===== config.mk =====
export PLATFORM = sky130hd
export DESIGN_NAME = midpoint_ellipse_rasterizer_top
export DESIGN_NICKNAME = d
export VERILOG_FILES = /design/src/hw/rtl/mer_pkg.sv /design/src/hw/rtl/mer_core.sv /design/src/hw/rtl/mer_quad_out.sv /design/src/hw/rtl/midpoint_ellipse_rasterizer_top.sv
export SDC_FILE = /design/constraint.sdc
export NUM_CORES = 2
export LEC_CHECK = 0
export BUFFER_PORTS_ARGS = -buffer_cell sky130_fd_sc_hd__buf_2
export CORE_MARGIN = 5
export CORE_UTILIZATION = 35
export DETAILED_ROUTE_END_ITERATION = 6
export SLEW_MARGIN = 20
export SYNTH_ARGS = -nofsm -noshare
export SYNTH_HDL_FRONTEND = slang
export SYNTH_HIERARCHICAL = 1
export SYNTH_SLANG_ARGS = --single-unit
export TNS_END_PERCENT = 100

===== constraint.sdc =====
create_clock -name clk -period 13.7 [get_ports clk]
set_input_delay 0.685 -clock clk [delete_from_list [all_inputs] [get_ports clk]]
set_output_delay 0.685 -clock clk [all_outputs]
set_load 0.01 [all_outputs]

===== src/hw/rtl/mer_pkg.sv =====
// Shared types and codes for the midpoint ellipse rasterizer.
// Used by mer_core, mer_quad_out and midpoint_ellipse_rasterizer_top; no dependencies.
`timescale 1ns / 1ps

package mer_pkg;

  // Request kinds carried on the input tuser bit.
  localparam logic ACT_START = 1'b0;
  localparam logic ACT_STEP  = 1'b1;

  // Stepping engine states, one-hot.
  typedef enum logic [5:0] {
    ST_IDLE   = 6'b000001,
    ST_SETUP1 = 6'b000010,
    ST_SETUP2 = 6'b000100,
    ST_SETUP3 = 6'b001000,
    ST_FIRST  = 6'b010000,
    ST_SECOND = 6'b100000
  } mer_state_t;

  // Control that goes with a group of four mirrored pixels.
  typedef struct packed {
    logic push;
    logic last;
  } quad_ctl_t;

endpackage


===== src/hw/rtl/mer_core.sv =====
// Stepping engine: setup multipliers, incremental midpoint decision update
// and the four mirrored pixels of the current point. Depends on mer_pkg.
`timescale 1ns / 1ps

module mer_core #(
  parameter int COORD_BITS = 12,
  localparam int AXIS_BITS = COORD_BITS - 1,
  localparam int PIX_BITS  = COORD_BITS + 2
) (
  input  logic                             clk,
  input  logic                             rst_n,
  input  logic                             item_valid,
  input  logic                             item_action,
  input  logic [COORD_BITS-1:0]            item_cx,
  input  logic [COORD_BITS-1:0]            item_cy,
  input  logic [AXIS_BITS-1:0]             item_ax,
  input  logic [AXIS_BITS-1:0]             item_ay,
  output logic                             item_take,
  input  logic                             quad_free,
  output mer_pkg::quad_ctl_t               quad_ctl,
  output logic [3:0][PIX_BITS-1:0]         quad_px,
  output logic [3:0][PIX_BITS-1:0]         quad_py
);

  localparam int SQ_BITS   = 2 * AXIS_BITS;
  localparam int CUBE_BITS = 3 * AXIS_BITS;
  localparam int DEC_BITS  = 3 * AXIS_BITS + 7;

  mer_pkg::mer_state_t state_r, state_nxt;

  logic [COORD_BITS-1:0] ox_r, ox_nxt, oy_r, oy_nxt;
  logic [AXIS_BITS-1:0]  a_r, a_nxt, b_r, b_nxt;
  logic [SQ_BITS-1:0]    a2_r, a2_nxt, b2_r, b2_nxt, ab_r, ab_nxt;
  logic [CUBE_BITS-1:0]  a2b_r, a2b_nxt, b2a_r, b2a_nxt;
  logic [COORD_BITS-1:0] x_r, x_nxt, y_r, y_nxt;

  logic signed [DEC_BITS-1:0] d_r, d_nxt, kd_r, kd_nxt, ka_r, ka_nxt;
  logic signed [DEC_BITS-1:0] dx_r, dx_nxt, dy_r, dy_nxt;
  logic signed [DEC_BITS-1:0] d2i_r, d2i_nxt, kd2i_r, kd2i_nxt, ka2i_r, ka2i_nxt;

  logic signed [DEC_BITS-1:0] a2_s, b2_s, a2b_s, b2a_s;
  logic signed [DEC_BITS-1:0] d_step;
  logic signed [DEC_BITS-1:0] dx1, dy1, kd1, ka1, dx2, dy2, kd2, ka2;
  logic [COORD_BITS-1:0]      x1, y1, x2, y2;
  logic                       dec, cont1, cont2;
  logic                       running, busy, is_start, emit, last_pt;

  logic [PIX_BITS-1:0] px_plus, px_minus, py_plus, py_minus;

  // Zero-extended squares and cubes in the decision width.
  assign a2_s  = DEC_BITS'(a2_r);
  assign b2_s  = DEC_BITS'(b2_r);
  assign a2b_s = DEC_BITS'(a2b_r);
  assign b2a_s = DEC_BITS'(b2a_r);

  // Request acceptance: starts are taken unless setup is in progress,
  // emitting steps also need room for a pixel group.
  assign running   = (state_r == mer_pkg::ST_FIRST) || (state_r == mer_pkg::ST_SECOND);
  assign busy      = (state_r == mer_pkg::ST_SETUP1) || (state_r == mer_pkg::ST_SETUP2) ||
                     (state_r == mer_pkg::ST_SETUP3);
  assign is_start  = (item_action == mer_pkg::ACT_START);
  assign item_take = item_valid && !busy && (is_start || !running || quad_free);
  assign emit      = item_take && !is_start && running;

  // Decision update shared by both halves: add the advance term, and the
  // decrement term as well when the decision is not negative.
  assign dec    = ~d_r[DEC_BITS-1];
  assign d_step = d_r + ka_r + (dec ? kd_r : DEC_BITS'(0));

  // First half: x advances, y may step down.
  assign x1    = x_r + COORD_BITS'(1);
  assign y1    = dec ? (y_r - COORD_BITS'(1)) : y_r;
  assign dx1   = dx_r + b2_s;
  assign dy1   = dec ? (dy_r - a2_s) : dy_r;
  assign kd1   = dec ? (kd_r + (a2_s <<< 2)) : kd_r;
  assign ka1   = ka_r + (b2_s <<< 2);
  assign cont1 = (dx1 <= dy1);

  // Second half: y advances, x may step down.
  assign y2    = y_r + COORD_BITS'(1);
  assign x2    = dec ? (x_r - COORD_BITS'(1)) : x_r;
  assign dy2   = dy_r + a2_s;
  assign dx2   = dec ? (dx_r - b2_s) : dx_r;
  assign kd2   = dec ? (kd_r + (b2_s <<< 2)) : kd_r;
  assign ka2   = ka_r + (a2_s <<< 2);
  assign cont2 = (dy2 <= dx2);

  assign last_pt = (state_r == mer_pkg::ST_SECOND) && !cont2;

  // Mirrored pixels of the current point, before it advances.
  assign px_plus  = PIX_BITS'(ox_r) + PIX_BITS'(x_r);
  assign px_minus = PIX_BITS'(ox_r) - PIX_BITS'(x_r);
  assign py_plus  = PIX_BITS'(oy_r) + PIX_BITS'(y_r);
  assign py_minus = PIX_BITS'(oy_r) - PIX_BITS'(y_r);

  assign quad_px = {px_minus, px_plus, px_minus, px_plus};
  assign quad_py = {py_minus, py_minus, py_plus, py_plus};

  assign quad_ctl.push = emit;
  assign quad_ctl.last = last_pt;

  // Next-state logic.
  always_comb begin
    state_nxt = state_r;
    ox_nxt    = ox_r;
    oy_nxt    = oy_r;
    a_nxt     = a_r;
    b_nxt     = b_r;
    a2_nxt    = a2_r;
    b2_nxt    = b2_r;
    ab_nxt    = ab_r;
    a2b_nxt   = a2b_r;
    b2a_nxt   = b2a_r;
    x_nxt     = x_r;
    y_nxt     = y_r;
    d_nxt     = d_r;
    kd_nxt    = kd_r;
    ka_nxt    = ka_r;
    dx_nxt    = dx_r;
    dy_nxt    = dy_r;
    d2i_nxt   = d2i_r;
    kd2i_nxt  = kd2i_r;
    ka2i_nxt  = ka2i_r;

    case (state_r)
      mer_pkg::ST_SETUP1: begin
        a2_nxt    = SQ_BITS'(a_r) * SQ_BITS'(a_r);
        b2_nxt    = SQ_BITS'(b_r) * SQ_BITS'(b_r);
        ab_nxt    = SQ_BITS'(a_r) * SQ_BITS'(b_r);
        state_nxt = mer_pkg::ST_SETUP2;
      end
      mer_pkg::ST_SETUP2: begin
        a2b_nxt   = CUBE_BITS'(ab_r) * CUBE_BITS'(a_r);
        b2a_nxt   = CUBE_BITS'(ab_r) * CUBE_BITS'(b_r);
        state_nxt = mer_pkg::ST_SETUP3;
      end
      mer_pkg::ST_SETUP3: begin
        // First half begins at (0, b); second-half start values kept for later.
        x_nxt    = '0;
        y_nxt    = COORD_BITS'(b_r);
        dx_nxt   = '0;
        dy_nxt   = a2b_s;
        d_nxt    = (b2_s <<< 1) + a2_s - (a2b_s <<< 1);
        kd_nxt   = (a2_s <<< 2) - (a2b_s <<< 2);
        ka_nxt   = (b2_s <<< 2) + (b2_s <<< 1);
        d2i_nxt  = (a2_s <<< 1) + b2_s - (b2a_s <<< 1);
        kd2i_nxt = (b2_s <<< 2) - (b2a_s <<< 2);
        ka2i_nxt = (a2_s <<< 2) + (a2_s <<< 1);
        if ((a_r == '0) || (b_r == '0)) begin
          state_nxt = mer_pkg::ST_IDLE;
        end else begin
          state_nxt = mer_pkg::ST_FIRST;
        end
      end
      mer_pkg::ST_FIRST: begin
        if (emit) begin
          if (cont1) begin
            x_nxt  = x1;
            y_nxt  = y1;
            dx_nxt = dx1;
            dy_nxt = dy1;
            d_nxt  = d_step;
            kd_nxt = kd1;
            ka_nxt = ka1;
          end else begin
            // Switch to the second half starting at (a, 0).
            x_nxt     = COORD_BITS'(a_r);
            y_nxt     = '0;
            dx_nxt    = b2a_s;
            dy_nxt    = '0;
            d_nxt     = d2i_r;
            kd_nxt    = kd2i_r;
            ka_nxt    = ka2i_r;
            state_nxt = mer_pkg::ST_SECOND;
          end
        end
      end
      mer_pkg::ST_SECOND: begin
        if (emit) begin
          x_nxt  = x2;
          y_nxt  = y2;
          dx_nxt = dx2;
          dy_nxt = dy2;
          d_nxt  = d_step;
          kd_nxt = kd2;
          ka_nxt = ka2;
          if (!cont2) begin
            state_nxt = mer_pkg::ST_IDLE;
          end
        end
      end
      default: begin
      end
    endcase

    // A start request loads new geometry and abandons any running ellipse.
    if (item_take && is_start) begin
      ox_nxt    = item_cx;
      oy_nxt    = item_cy;
      a_nxt     = item_ax;
      b_nxt     = item_ay;
      state_nxt = mer_pkg::ST_SETUP1;
    end
  end

  // Control state.
  always_ff @(posedge clk) begin
    if (!rst_n) begin
      state_r <= mer_pkg::ST_IDLE;
    end else begin
      state_r <= state_nxt;
    end
  end

  // Geometry and decision registers.
  always_ff @(posedge clk) begin
    ox_r   <= ox_nxt;
    oy_r   <= oy_nxt;
    a_r    <= a_nxt;
    b_r    <= b_nxt;
    a2_r   <= a2_nxt;
    b2_r   <= b2_nxt;
    ab_r   <= ab_nxt;
    a2b_r  <= a2b_nxt;
    b2a_r  <= b2a_nxt;
    x_r    <= x_nxt;
    y_r    <= y_nxt;
    d_r    <= d_nxt;
    kd_r   <= kd_nxt;
    ka_r   <= ka_nxt;
    dx_r   <= dx_nxt;
    dy_r   <= dy_nxt;
    d2i_r  <= d2i_nxt;
    kd2i_r <= kd2i_nxt;
    ka2i_r <= ka2i_nxt;
  end

endmodule


===== src/hw/rtl/mer_quad_out.sv =====
// Output serializer: holds one group of four pixels and presents them one
// per cycle on the result stream while out_tready is high. Depends on mer_pkg.
`timescale 1ns / 1ps

module mer_quad_out #(
  parameter int COORD_BITS = 12,
  localparam int PIX_BITS  = COORD_BITS + 2,
  localparam int OUT_W     = ((2 * PIX_BITS + 7) / 8) * 8
) (
  input  logic                     clk,
  input  logic                     rst_n,
  input  mer_pkg::quad_ctl_t       quad_ctl,
  input  logic [3:0][PIX_BITS-1:0] quad_px,
  input  logic [3:0][PIX_BITS-1:0] quad_py,
  output logic                     quad_free,
  output logic                     out_tvalid,
  input  logic                     out_tready,
  output logic [OUT_W-1:0]         out_tdata,
  output logic                     out_tlast
);

  localparam logic [1:0] LAST_IDX = 2'd3;

  logic                     valid_r, valid_nxt;
  logic [1:0]               idx_r, idx_nxt;
  logic                     last_r, last_nxt;
  logic [3:0][PIX_BITS-1:0] px_r, px_nxt, py_r, py_nxt;
  logic                     done;

  // The group frees up as its fourth pixel is taken.
  assign done      = valid_r && out_tready && (idx_r == LAST_IDX);
  assign quad_free = !valid_r || done;

  always_comb begin
    valid_nxt = valid_r;
    idx_nxt   = idx_r;
    last_nxt  = last_r;
    px_nxt    = px_r;
    py_nxt    = py_r;
    if (quad_ctl.push) begin
      valid_nxt = 1'b1;
      idx_nxt   = '0;
      last_nxt  = quad_ctl.last;
      px_nxt    = quad_px;
      py_nxt    = quad_py;
    end else if (valid_r && out_tready) begin
      idx_nxt = idx_r + 2'd1;
      if (idx_r == LAST_IDX) begin
        valid_nxt = 1'b0;
      end
    end
  end

  // Control state.
  always_ff @(posedge clk) begin
    if (!rst_n) begin
      valid_r <= 1'b0;
      idx_r   <= '0;
    end else begin
      valid_r <= valid_nxt;
      idx_r   <= idx_nxt;
    end
  end

  // Pixel payload.
  always_ff @(posedge clk) begin
    last_r <= last_nxt;
    px_r   <= px_nxt;
    py_r   <= py_nxt;
  end

  // Result stream driven straight from the held group.
  assign out_tvalid = valid_r;
  assign out_tdata  = OUT_W'({py_r[idx_r], px_r[idx_r]});
  assign out_tlast  = last_r && (idx_r == LAST_IDX);

endmodule


===== src/hw/rtl/midpoint_ellipse_rasterizer_top.sv =====
// Top level of the midpoint ellipse rasterizer: input request register,
// stepping engine and output serializer. Depends on mer_pkg, mer_core, mer_quad_out.
`timescale 1ns / 1ps

// Usage:
// The input stream carries requests. in_tuser selects the kind: a start request
// loads centre and semi-axes from in_tdata, a step request emits the next point.
// Each step of a running ellipse produces four pixels on the output stream, one
// per cycle: (cx+x,cy+y), (cx-x,cy+y), (cx+x,cy-y), (cx-x,cy-y). out_tlast marks
// the fourth pixel of the final point. Steps while no ellipse runs emit nothing.
// A step request accepted on the input stream passes the input request register
// and then the pixel group register before out_tvalid rises. The output stream
// carries one pixel per cycle while out_tready is high, and the engine takes the
// next step once the fourth pixel of the held group is taken. A start holds the
// engine for its load and the setup states for the squared and cubed axis products.
// A request is registered on entry, so the next one is accepted while pixels are
// still being delivered. When the receiver stalls, the current pixel holds and
// requests back up through in_tready. Reset clears all valid flags and returns
// the engine to idle; no pixel is pending after reset.
module midpoint_ellipse_rasterizer_top #(
  parameter int COORD_BITS = 12,
  localparam int AXIS_BITS = COORD_BITS - 1,
  localparam int PIX_BITS  = COORD_BITS + 2,
  localparam int IN_W      = ((4 * COORD_BITS - 2 + 7) / 8) * 8,
  localparam int OUT_W     = ((2 * PIX_BITS + 7) / 8) * 8
) (
  input  logic             clk,
  input  logic             rst_n,
  input  logic             in_tvalid,
  output logic             in_tready,
  input  logic [IN_W-1:0]  in_tdata,   // center_x, center_y, semi_axis_x, semi_axis_y, zero pad
  input  logic             in_tuser,   // action
  output logic             out_tvalid,
  input  logic             out_tready,
  output logic [OUT_W-1:0] out_tdata,  // pixel_x, pixel_y, zero pad
  output logic             out_tlast   // end_of_ellipse
);

  logic                  item_valid_r, item_valid_nxt;
  logic                  item_action_r;
  logic [COORD_BITS-1:0] item_cx_r, item_cy_r;
  logic [AXIS_BITS-1:0]  item_ax_r, item_ay_r;
  logic                  item_take;
  logic                  in_fire;
  logic                  quad_free;

  mer_pkg::quad_ctl_t       quad_ctl;
  logic [3:0][PIX_BITS-1:0] quad_px, quad_py;

  // Input request register: refilled as soon as the engine takes its request.
  assign in_tready      = !item_valid_r || item_take;
  assign in_fire        = in_tvalid && in_tready;
  assign item_valid_nxt = in_fire || (item_valid_r && !item_take);

  always_ff @(posedge clk) begin
    if (!rst_n) begin
      item_valid_r <= 1'b0;
    end else begin
      item_valid_r <= item_valid_nxt;
    end
  end

  always_ff @(posedge clk) begin
    if (in_fire) begin
      item_action_r <= in_tuser;
      item_cx_r     <= in_tdata[COORD_BITS-1:0];
      item_cy_r     <= in_tdata[2*COORD_BITS-1:COORD_BITS];
      item_ax_r     <= in_tdata[2*COORD_BITS+AXIS_BITS-1:2*COORD_BITS];
      item_ay_r     <= in_tdata[2*COORD_BITS+2*AXIS_BITS-1:2*COORD_BITS+AXIS_BITS];
    end
  end

  // Stepping engine.
  mer_core #(
    .COORD_BITS(COORD_BITS)
  ) u_core (
    .clk         (clk),
    .rst_n       (rst_n),
    .item_valid  (item_valid_r),
    .item_action (item_action_r),
    .item_cx     (item_cx_r),
    .item_cy     (item_cy_r),
    .item_ax     (item_ax_r),
    .item_ay     (item_ay_r),
    .item_take   (item_take),
    .quad_free   (quad_free),
    .quad_ctl    (quad_ctl),
    .quad_px     (quad_px),
    .quad_py     (quad_py)
  );

  // Pixel serializer.
  mer_quad_out #(
    .COORD_BITS(COORD_BITS)
  ) u_quad_out (
    .clk        (clk),
    .rst_n      (rst_n),
    .quad_ctl   (quad_ctl),
    .quad_px    (quad_px),
    .quad_py    (quad_py),
    .quad_free  (quad_free),
    .out_tvalid (out_tvalid),
    .out_tready (out_tready),
    .out_tdata  (out_tdata),
    .out_tlast  (out_tlast)
  );

endmodule


==> impl_metrics.ini <==
[status]
run_status = finished clean

[die]
initial_utilization = 0.3524
fp.coreArea_um2 = 214800
dieWidth_um = 475.1
io_pins = 88
dieArea_um2 = 225700
fp-row-count = 170
floorplan.die.height_um = 475.1

[power_and_ir_drop]
comb_power_share = 0.458
ir_drop_v = 0.0001070
power.share.clock = 0.267
p_total_mw = 8.969
static-leakage-power_nw = 34.54
internal_power_mw = 5.484
switchingPower_mw = 3.485
sequentialPowerShare = 0.275
netSwitchingFraction = 0.3886
power_per_cell_area_nw_per_um2 = 109.7

[critical_path]
critPathRequiredTime_ns = 14.17
worst-endpoint-arrival_ns = 9.28
crit_path_max_incr_delay_ns = 0.72
critPathMaxFanout = 33
timing.critical_path.to_type = register
start_kind = register
timing.setup.critical_path_class = register to register
critical-path-top-delay-family = simple AND/OR/NAND/NOR gates
crit_path_frequent_cell = sky130_fd_sc_hd__nand4_1
critical_path.slowest_cell = sky130_fd_sc_hd__o31ai_1
cp_cell_sequence = inv_1, ha_1, nand4_1, nor2_1, a211oi_2, and3_1, o21ai_1, a41oi_2, o31ai_1, xor2_1, mux2i_1, ha_1, nand4_1, nor4_1, nand4_1, nor2_1, a211o_1, o211ai_2, nand2_2, buf_4, buf_4, o22ai_1, a221o_1
setup.reg_to_reg.worst_slack_ns = 4.89
worst-path-buf-inv = 3

[detailed_routing]
drcViolationCount = 0
num_vias = 59955
route.detailed.vias_per_inst = 5.584
wl_final_um = 236400
dr.first_iter.drc_count = 5630
avgRoutedWirePerCell_um = 22.01
drtAntennaViolNets = 0
drt-pass1-iter-count = 6

[clock_network]
clock_tree.buffer_depth = 3
clock_latency_at_the_later_pin_of_the_worst_skew_pair_ns = 0.76
cts.clk_slew.worst_paths_ns = 0.06
cts.repair.resized = 0
post-cts-setup-buffer-count = 0
postCtsHoldBufs = 0
clockRootBuffer = sky130_fd_sc_hd__clkbuf_16
cts_tree = built
number_of_buffers_added_by_the_clock_tree_synthesis_step = 86
cts_max_level = 3
numClockSinks = 659

[timing]
max_clock_freq_ghz = 0.1136
finalClockSkew_ns = 0.07052
count_of_pins_over_their_slew_limit = 0
final_critical_path_setup_slack_ns = 4.895
period_needed_ns = 8.805
timing.final.crit_share = 0.6427
timing.final.setup_violations = 0
worst_slew_pin_slew_ns = 1.254
setup_repair_after_global_routing_missed_its_margin = false
finalHoldWorstSlack_ns = 0.1345
totalNegativeSetupSlack_ns = 0
hold_violations = 0
worst_relative_slew_slack = 0.1529

[global_routing]
antenna_found_initial = 5
grt.overflow.total = 0
grt_max_degree = 83
wire_length_of_the_first_global_routing_pass_um = 359700
grt.total_usage = 0.2060
via_count_of_the_first_global_routing_pass = 61575

[synth]
synth_seq_area_share = 0.2600
async_reset_ff_frac = 0
top_cells_by_area_in_the_synthesized_netlist = sky130_fd_sc_hd__edfxtp_1 (26%), sky130_fd_sc_hd__fa_1 (17%), sky130_fd_sc_hd__ha_1 (13%)
post_synth_most_frequent_cells = sky130_fd_sc_hd__inv_1 (902), sky130_fd_sc_hd__ha_1 (793), sky130_fd_sc_hd__nand2_1 (724)
syn_warnings = 6
yosys.cell_types.count = 105
synth_most_common_cell = sky130_fd_sc_hd__inv_1
postSynth.topFlopCell = sky130_fd_sc_hd__edfxtp_1
synth_area_leader_cell = sky130_fd_sc_hd__edfxtp_1
synthDominantCellAreaShare = 0.2574
syn_avg_cell_area_um2 = 9.530
synth-seq-cells = 659
postSynthCellCount = 7945
synth-edff-count = 649
synthesis.area_um2 = 75710

[final_layout]
layout.nets = 9321
final_layout_size_suffix_gt1_frac = 0.05508
utilization = 0.3804
layout-area-overhead-vs-synth_pct = 7.935

[placed_design]
preCtsSetupSlack_ns = 4.984
hpwl_um = 177200
gpl.final_weighted_congestion = 0.9894
place.port_buffers = 81

[hold_path]
timing.hold.worst.class = input pin to register

[flow_run]
maxCapViolations = 0
-- cell families after synthesis --
family,after synthesis,synth area share
and+or+nand+nor,2225,0.1423
AOI/OAI and AO/OA,1675,0.1463
adders and majority gates,1442,0.3026
buffers and inverters,1301,0.06876
DFF,659,0.2600
xor gates and xnor gates,582,0.06732
muxes,59,0.01248
other,2,0.00009919
-- routing by layer --
layer	routed length, um	vias to the layer above	GRT usage
met5	0	-	0
met4	7587	0	0.06498
met3	19620	453	0.03159
met2	110000	2418	0.3446
met1	99210	29927	0.2741
li1	-	27157	-
-- registers in the layout (all words and copies together) (netlist names), 21 cells and up --
name,flops
u_core/ka2i_r,23
u_quad_out/py_r,56
u_core/d_r,40
u_core/ab_r,22
u_core/dy_r,40
u_quad_out/px_r,56
u_core/dx_r,40
u_core/kd_r,38
u_core/b2a_r,33
u_core/a2_r,21
u_core/kd2i_r,34
u_core/a2b_r,33
u_core/b2_r,21
u_core/ka_r,39
u_core/d2i_r,35
-- per-stage QoR --
step | instances | instance area, um^2
floorplan | 7955 | 75750
global placement | 10576 | 78770
detailed placement | 10576 | 78770
CTS | 10736 | 81710
global route | 10736 | 81720
finish | 10737 | 81720
-- power by group through the flow --
| stage | combinational, mW | clock [mW] | sequential [mW] |
|---|---|---|---|
| 6_report | 4.11 | 2.39 | 2.47 |
| 5_1_grt | 4.63 | 2.52 | 2.47 |
| 4_1_cts | 4.16 | 2.46 | 2.47 |
| 3_5_place_dp | 4.13 | 0 | 2.51 |
| 3_3_place_gp | 4.05 | 0 | 2.51 |
| 2_1_floorplan | 3.02 | 0 | 2.50 |
-- layout by cell type, fill, tap and decap left out, types with 26 or more instances in the layout --
master / n
sky130_fd_sc_hd__mux4_2: 28
sky130_fd_sc_hd__nor2b_1: 112
sky130_fd_sc_hd__xor2_1: 185
sky130_fd_sc_hd__a21oi_1: 476
sky130_fd_sc_hd__nor4_1: 36
sky130_fd_sc_hd__o21ai_0: 308
sky130_fd_sc_hd__a221oi_1: 26
sky130_fd_sc_hd__a211oi_1: 53
sky130_fd_sc_hd__nor2_1: 464
sky130_fd_sc_hd__o31ai_1: 36
sky130_fd_sc_hd__ha_1: 793
sky130_fd_sc_hd__mux2i_1: 28
sky130_fd_sc_hd__and2_1: 327
sky130_fd_sc_hd__buf_2: 81
sky130_fd_sc_hd__o221ai_1: 40
sky130_fd_sc_hd__buf_4: 100
sky130_fd_sc_hd__and3_1: 58
sky130_fd_sc_hd__fa_1: 649
sky130_fd_sc_hd__inv_1: 899
sky130_fd_sc_hd__a22oi_1: 64
sky130_fd_sc_hd__xnor2_1: 397
sky130_fd_sc_hd__a221o_1: 30
sky130_fd_sc_hd__nand4_1: 56
sky130_fd_sc_hd__clkbuf_16: 86
sky130_fd_sc_hd__or3_1: 42
sky130_fd_sc_hd__nand3_1: 125
sky130_fd_sc_hd__o211ai_1: 39
sky130_fd_sc_hd__o21bai_1: 66
sky130_fd_sc_hd__nor3_1: 114
sky130_fd_sc_hd__edfxtp_1: 649
sky130_fd_sc_hd__o22ai_1: 38
sky130_fd_sc_hd__a21o_1: 163
sky130_fd_sc_hd__nand2_1: 721
sky130_fd_sc_hd__a31oi_1: 55
sky130_fd_sc_hd__nand2b_1: 74
sky130_fd_sc_hd__o21a_1: 60
-- worst paths after layout --
path                                 startpoint              end  cells past startpoint
worst max-delay path            u_core/a2_r[12]    u_core/x_r[2]                     23
worst min-delay path               in_tdata[27]     item_ax_r[3]                      1
worst max register to register  u_core/a2_r[12]    u_core/x_r[2]                     23
worst min register to register    item_cx_r[10]  u_core/ox_r[10]                      0
-- layout make-up --
type,instances,area (um^2)
antenna,1,2.502
clock buffer,102,2212
clock inverter,58,728.2
fill,21292,133100
inverter,902,3393
multi-input combinational,5995,50970
sequential,659,19690
tap,2838,3551
timing repair buffer,182,1176
Power figures use the tool's default switching activity.
